--- config.mk ---
export PLATFORM = sky130hd
export DESIGN_NAME = lzd_ctrl
export DESIGN_NICKNAME = d
export VERILOG_FILES = /design/src/hw/rtl/lzd_pkg.sv /design/src/hw/rtl/lzd_ctrl.sv
export SDC_FILE = /design/constraint.sdc
export NUM_CORES = 1
export LEC_CHECK = 0
export BUFFER_PORTS_ARGS = -buffer_cell sky130_fd_sc_hd__buf_2
export CAP_MARGIN = 25
export CORE_MARGIN = 5
export CORE_UTILIZATION = 60
export DETAILED_ROUTE_END_ITERATION = 10
export PLACE_DENSITY = 0.82
export SYNTH_ARGS = -nofsm -noshare
export SYNTH_HDL_FRONTEND = slang
export SYNTH_SLANG_ARGS = --single-unit
export TNS_END_PERCENT = 30
--- constraint.sdc ---
create_clock -name clk_i -period 7.04 [get_ports clk_i]
set_clock_uncertainty 0.1 [all_clocks]
set_input_delay 1.408 -clock clk_i [delete_from_list [all_inputs] [get_ports clk_i]]
set_output_delay 1.408 -clock clk_i [all_outputs]
set_load 0.02 [all_outputs]
--- src/hw/rtl/lzd_pkg.sv ---
// Shared constants and types of the LZSS decompressor.
`timescale 1ns / 1ps
package lzd_pkg;

  localparam int unsigned HIST_DEPTH = 4096;
  localparam int unsigned WIN_AW     = $clog2(HIST_DEPTH);
  localparam int unsigned FILL_W     = WIN_AW + 1;

  localparam logic [WIN_AW-1:0] START_POS = WIN_AW'(12'hFEE);
  localparam logic [4:0]        MIN_MATCH = 5'd3;

  // Index of each configuration register.
  localparam logic CFG_STOP_AT_LIMIT = 1'b0;
  localparam logic CFG_OUTPUT_LIMIT  = 1'b1;

  typedef struct packed {
    logic        stop_at_limit;
    logic [31:0] output_limit;
  } cfg_t;

  // Access to the history window for one cycle.
  typedef struct packed {
    logic              wr_en;
    logic [WIN_AW-1:0] wr_addr;
    logic [7:0]        wr_data;
    logic [WIN_AW-1:0] rd_addr;
    logic              clr;
  } win_req_t;

  // One decompressed byte leaving the sequencer.
  typedef struct packed {
    logic       valid;
    logic [7:0] data;
    logic       run_last;
    logic       limit_reached;
  } beat_t;

endpackage

--- src/hw/rtl/lzd_ctrl.sv ---
// Stream parser and copy sequencer that emits one byte per cycle while the output can take one.
`timescale 1ns / 1ps
module lzd_ctrl (
  input  logic                 clk_i,
  input  logic                 rst_ni,
  input  lzd_pkg::cfg_t        cfg_i,
  input  logic                 in_valid_i,
  input  logic [7:0]           in_byte_i,
  input  logic                 in_last_i,
  output logic                 in_ready_o,
  input  logic                 emit_ok_i,
  output lzd_pkg::beat_t       beat_o,
  output lzd_pkg::win_req_t    win_o,
  input  logic [7:0]           win_data_i
);
  import lzd_pkg::*;

  typedef enum logic [1:0] {
    PH_FLAG   = 2'd0,
    PH_ITEM   = 2'd1,
    PH_MATCH2 = 2'd2
  } phase_e;

  typedef enum logic {
    ST_IDLE,
    ST_COPY
  } state_e;

  state_e            state_q, state_d;
  phase_e            phase_q, phase_d;
  logic [8:0]        fs_q, fs_d;
  logic [7:0]        off_low_q, off_low_d;
  logic [WIN_AW-1:0] wp_q, wp_d;
  logic [31:0]       cnt_q, cnt_d;
  logic [WIN_AW-1:0] off_q, off_d;
  logic [4:0]        len_q, len_d;
  logic [4:0]        idx_q, idx_d;
  logic              last_q, last_d;

  logic        hit;
  logic        accept;
  logic [31:0] cnt_inc;
  logic        lim_eq;
  logic [4:0]  idx_inc;
  logic [8:0]  fs_shift;
  logic        consume;
  logic        blk_reset;
  logic        start_copy;

  assign hit        = cfg_i.stop_at_limit && (cnt_q >= cfg_i.output_limit);
  assign in_ready_o = (state_q == ST_IDLE) && emit_ok_i;
  assign accept     = in_ready_o && in_valid_i;
  assign cnt_inc    = cnt_q + 32'd1;
  assign lim_eq     = cfg_i.stop_at_limit && (cnt_inc == cfg_i.output_limit);
  assign idx_inc    = idx_q + 5'd1;
  assign fs_shift   = {1'b0, fs_q[8:1]};
  assign start_copy = accept && !hit && (phase_q == PH_MATCH2);

  always_comb begin
    state_d   = state_q;
    phase_d   = phase_q;
    fs_d      = fs_q;
    off_low_d = off_low_q;
    wp_d      = wp_q;
    cnt_d     = cnt_q;
    off_d     = off_q;
    len_d     = len_q;
    idx_d     = idx_q;
    last_d    = last_q;
    consume   = 1'b0;
    blk_reset = 1'b0;

    beat_o.valid         = 1'b0;
    beat_o.data          = win_data_i;
    beat_o.run_last      = 1'b0;
    beat_o.limit_reached = lim_eq;

    win_o.wr_en   = 1'b0;
    win_o.wr_addr = wp_q;
    win_o.wr_data = win_data_i;
    win_o.rd_addr = off_q + WIN_AW'(idx_q);
    win_o.clr     = 1'b0;

    case (state_q)
      ST_IDLE: begin
        if (accept) begin
          if (!hit) begin
            case (phase_q)
              PH_ITEM: begin
                if (fs_q[0]) begin
                  beat_o.valid    = 1'b1;
                  beat_o.data     = in_byte_i;
                  beat_o.run_last = 1'b1;
                  win_o.wr_en     = 1'b1;
                  win_o.wr_data   = in_byte_i;
                  wp_d            = wp_q + WIN_AW'(1);
                  cnt_d           = cnt_inc;
                  consume         = 1'b1;
                end else begin
                  off_low_d = in_byte_i;
                  phase_d   = PH_MATCH2;
                end
              end
              PH_MATCH2: begin
                off_d         = {in_byte_i[7:4], off_low_q};
                len_d         = {1'b0, in_byte_i[3:0]} + MIN_MATCH;
                idx_d         = '0;
                last_d        = in_last_i;
                win_o.rd_addr = {in_byte_i[7:4], off_low_q};
                state_d       = ST_COPY;
              end
              default: begin
                fs_d    = {1'b1, in_byte_i};
                phase_d = PH_ITEM;
              end
            endcase
          end
          // A block ending on a match finishes its copy before resetting.
          if (in_last_i && !start_copy) begin
            blk_reset = 1'b1;
          end
        end
      end
      ST_COPY: begin
        if (emit_ok_i) begin
          beat_o.valid    = 1'b1;
          beat_o.run_last = (idx_inc == len_q) || lim_eq;
          win_o.wr_en     = 1'b1;
          wp_d            = wp_q + WIN_AW'(1);
          cnt_d           = cnt_inc;
          idx_d           = idx_inc;
          win_o.rd_addr   = off_q + WIN_AW'(idx_inc);
          if (beat_o.run_last) begin
            consume = 1'b1;
            state_d = ST_IDLE;
            if (last_q) begin
              blk_reset = 1'b1;
            end
          end
        end
      end
      default: begin
        state_d = ST_IDLE;
      end
    endcase

    if (consume) begin
      fs_d    = fs_shift;
      phase_d = (fs_shift <= 9'd1) ? PH_FLAG : PH_ITEM;
    end

    if (blk_reset) begin
      wp_d      = START_POS;
      fs_d      = '0;
      phase_d   = PH_FLAG;
      off_low_d = '0;
      cnt_d     = '0;
      win_o.clr = 1'b1;
    end
  end

  always_ff @(posedge clk_i or negedge rst_ni) begin
    if (!rst_ni) begin
      state_q   <= ST_IDLE;
      phase_q   <= PH_FLAG;
      fs_q      <= '0;
      off_low_q <= '0;
      wp_q      <= START_POS;
      cnt_q     <= '0;
      off_q     <= '0;
      len_q     <= '0;
      idx_q     <= '0;
      last_q    <= 1'b0;
    end else begin
      state_q   <= state_d;
      phase_q   <= phase_d;
      fs_q      <= fs_d;
      off_low_q <= off_low_d;
      wp_q      <= wp_d;
      cnt_q     <= cnt_d;
      off_q     <= off_d;
      len_q     <= len_d;
      idx_q     <= idx_d;
      last_q    <= last_d;
    end
  end

endmodule

Yosys cells after proc, flatten, opt, wreduce, memory -nomap -nowiden
Index checks and enable logic that the tools add are counted.
{"block": "word_totals", "out_inout_bits": 46, "mem_count": 0, "wordCells": 138, "ramBits": 0, "inputBits": 54, "rom_bits": 0, "latch_bits": 0, "reg_bits": 87}
{"block": "op_classes", "reduce_logical": 20, "add_sub_neg": 6, "multipliers": 0, "shifts": 0, "mux": 77, "eq_ne": 21, "n_lt_le_gt_ge": 2, "n_bitwise": 2, "div_mod_pow": 0}
{"cell": "$mux W32", "count": 6}
{"cell": "$mux W12", "count": 8}
{"cell": "$mux W8", "count": 10}
{"cell": "$pmux W32 S2", "count": 1}
{"cell": "$mux W9", "count": 6}
{"cell": "$pmux W12 S2", "count": 2}
{"cell": "$mux W10", "count": 4}
{"cell": "$mux W20", "count": 2}
{"cell": "$add A32 B1 Y32 const B", "count": 1}
{"cell": "$eq A32 B32 Y1", "count": 1}
{"cell": "$ge A32 B32 Y1", "count": 1}
{"cell": "$add A12 B5 Y12", "count": 2}
{"cell": "$mux W1", "count": 20}
{"cell": "$mux W5", "count": 4}
{"cell": "$reduce_and A5 Y1", "count": 3}
{"cell": "$add A12 B1 Y12 const B", "count": 1}
{"cell": "$mux W2", "count": 6}
{"cell": "$ne A3 B3 Y1 const B", "count": 4}
{"cell": "$pmux W1 S2", "count": 6}
{"cell": "$reduce_and A4 Y1", "count": 3}
{"cell": "$pmux W5 S2", "count": 1}
{"cell": "$ne A3 B1 Y1 const B", "count": 3}
{"cell": "$le A8 B1 Y1 const B", "count": 1}
{"cell": "$ne A2 B1 Y1 const B", "count": 4}
{"cell": "other kinds (16)", "count": 28}

Longest topological paths before layout
{"block": "logic_depth", "word_depth": 12, "mapped_depth": 14, "ltp_nobuf": 12}

Worst setup path before layout
Ideal clock, no wire load.
{"block": "synth_timing", "kind": "input-to-output", "startpoint": "input cfg_i[2] (netlist name)", "endpoint": "output win_o[13] (netlist name)", "stages": 12, "n_path_buf": 3, "required_ps": 5532, "arrival_time_ps": 3961, "slack_ps": 1571, "path_cell_list": "inv_1 -> ha_1 -> a211oi_1 -> o21ai_0 -> a21oi_1 -> o21ai_0 -> o21ai_0 -> nand2_1 -> buf_1 -> clkbuf_1 -> o21ai_0 -> buf_4"}
{"item": "start: declaration", "line": "lzd_ctrl.sv:6", "text": "input lzd_pkg::cfg_t cfg_i,"}
{"item": "end: declaration", "line": "lzd_ctrl.sv:13", "text": "output lzd_pkg::win_req_t win_o,"}

==> impl_metrics.py <==
metrics = {
    "run_status": {
        "status": "finished clean",
    },
    "power": {
        "leakage_nw": 4.30,
        "ir_drop_mv": 0.270,
        "power_density_mw_per_mm2": 290,
    },
    "clocking": {
        "cts.sinks": 87,
        "path_clk_slew_ns": 0.07,
        "cts_setup_buffers": 0,
        "hold_buffers": 0,
        "post_cts_resized": 0,
        "htree_num_levels": 3,
        "cts.root.buffer_cell": "clkbuf_16",
        "max-clock-path-buffers": 2,
        "cts_tree": "yes",
        "cts_made_buffers": 9,
        "clock_latency_ns": 0.36,
    },
    "die": {
        "die_x_um": 126,
        "die-area_sq_mm": 0.0158,
        "row_count": 42,
        "start_util": 0.609,
        "ios": 100,
        "core_area_sq_mm": 0.0132,
        "die_h_um": 126,
    },
    "run": {
        "drv_cap": 0,
    },
    "setup_path": {
        "ff2ff_path_depth": 11,
        "critical_path_class": "reg2out",
        "crit_arrival_ns": 4.41,
        "setup.worst_path.start_class": "flip-flop",
        "worstPathMaxFanout": 23,
        "worstSetupEndpointType": "primary output",
        "required_ns": 5.53,
    },
    "sta": {
        "finalHoldViolCount": 0,
        "max_freq_ghz": 0.169,
        "finalCritPeriodShare": 0.840,
        "worst_hold_slack_ns": 0.381,
        "finalSetupTns_ns": 0,
        "setup_viol": 0,
        "drv_slew": 0,
        "rsz0062_at_grt": "false",
        "min_period_ns": 5.91,
        "slew_headroom": 0.288,
        "worst_slew_pin_slew_ns": 1.06,
    },
    "layout": {
        "fill_cells": 1099,
        "antenna_cells": 0,
        "final_nets": 1142,
        "drive_gt1_frac": 0.170,
        "area_growth_pct": 9.43,
    },
    "grt": {
        "grt_use_total": 0.282,
        "grt_remaining_overflow": 0,
        "grt_pass1_vias": 7178,
        "antenna_found_initial": 0,
        "grt_max_degree": 62,
        "grt_pass1_wl_um": 36700,
    },
    "yosys": {
        "yosys.area.top_type": "dfrtp_1",
        "synth_top_cells_by_area": "dfrtp_1 (24%), ha_1 (7.5%), nand2_1 (6.4%)",
        "syn_area_sq_mm": 0.00803,
        "synthArstFlopShare": 1.00,
        "netlist.area_leader.share": 0.240,
        "synth_commonest_cells": "nand2_1 (137), dfrtp_1 (77), inv_1 (68), o21ai_0 (62), ha_1 (48)",
        "syn-instance-count": 986,
        "yosysUniqueCellTypes": 84,
        "synthMostInstantiatedCell": "nand2_1",
        "synth_fp_nets": 1090,
        "yosysWarnings": 0,
        "ys_ff_latch": 87,
        "synth.avg_cell_area_sq_um": 8.15,
        "ys.flop_type": "dfrtp_1",
        "ys_seq_area_frac": 0.273,
        "synth_edf_count": 0,
    },
    "worst_hold_path": {
        "holdCritPathClass": "reg2reg",
        "hold_depth": 2,
    },
    "detailed_routing": {
        "dr.pass1.iters": 5,
        "routed_wl_um": 22400,
        "detail_route.wl_per_cell_um": 18.4,
        "route.vias.total": 7791,
        "drtAntennaViolNets": 0,
        "drtIter0Drc": 747,
        "drc": 0,
        "vias_per_cell": 6.39,
    },
    "placement": {
        "port_buffers": 99,
        "place.gp.congestion": 0.956,
        "post-dp-hpwl_um": 16300,
    },
}
cells by family (layout without fill, tap and decap cells):
kind of cell    after synthesis  after routing  synth area share
mux                          28             28            0.0411
compound gates              247            247             0.211
xor+xnor                     59             59            0.0643
buf+inv                     136            193            0.0762
fa+ha+maj                    50             50            0.0798
flops                        87             87             0.273
simple gates                379            379             0.255
critical path, cell delays in order (launching register included):
cell,delay [ns]
dfrtp_1,0.50
ha_1,0.38
nand4_4,0.26
nor3_1,0.70
nand4_1,0.32
xnor2_1,0.22
nor4_1,0.65
nand4_4,0.45
o211ai_2,0.33
buf_2,0.21
layout by cell type, fill, tap and decap left out, drive strengths merged, types with 27 or more instances in the layout:
master	synthesis	final
ha	48	48
o21ai	68	68
xnor2	30	30
buf	44	109
nand2	138	138
xor2	29	29
nor2	47	47
nor3	28	28
inv	68	72
nand3	27	27
dfrtp	77	77
a21oi	34	34
nand4	38	38
where the power goes:
| group | internal, mW | leakage (nW) | switching [mW] |
|---|---|---|---|
| combinational | 0.490 | 3.09 | 0.720 |
| clock | 0.282 | 0.146 | 0.233 |
| sequential | 0.636 | 1.07 | 0.187 |
flip-flops by register name, summed over array words and instances (netlist names):
name       cells
off_low_q      8
idx_q          5
off_q         12
state_q        1
cnt_q         32
fs_q           9
wp_q          12
last_q         1
phase_q        2
len_q          5
layout make-up:
cell class	count	area, sq um	area share
clock buffers	10	229	0.0261
clock inverters	6	75.1	0.00854
inverters	68	255	0.0290
multi-input cells	763	5240	0.597
flip-flops and latches	87	2190	0.249
well taps	176	220	0.0251
repair buffers	109	577	0.0656
stage by stage:
stage	utilization	power (mW)	setup WS (ns)	std cells	area, sq um
finish	0.666	2.55	1.13	1219	8790
global route	0.666	2.73	0.895	1219	8790
CTS	0.665	2.53	1.18	1218	8780
detailed placement	0.642	2.02	1.23	1202	8470
global placement	0.642	1.98	1.36	1202	8470
floorplan	-	1.70	1.57	986	8030
per-layer routing:
layer  track usage  routed length, um  vias up
li1              -                  -     3684
met3        0.0436               1490       62
met4         0.107                727        0
met1         0.402              10200     3740
met2         0.433              10000      305
met5             0                  0        -
final timing paths:
| check | startpoint | end | slack [ns] |
|---|---|---|---|
| setup / recovery | cnt_q[0] | beat_o[1] | 1.13 |
| hold / removal | wp_q[9] | wp_q[9] | 0.38 |
| setup reg to reg | cnt_q[0] | cnt_q[2] | 1.88 |
| hold reg to reg | wp_q[9] | wp_q[9] | 0.38 |
| max in group asynchronous | rst_ni | fs_q[0] | 4.86 |
| min in group asynchronous | rst_ni | cnt_q[7] | 0.87 |
Power figures use the tool's default switching activity.
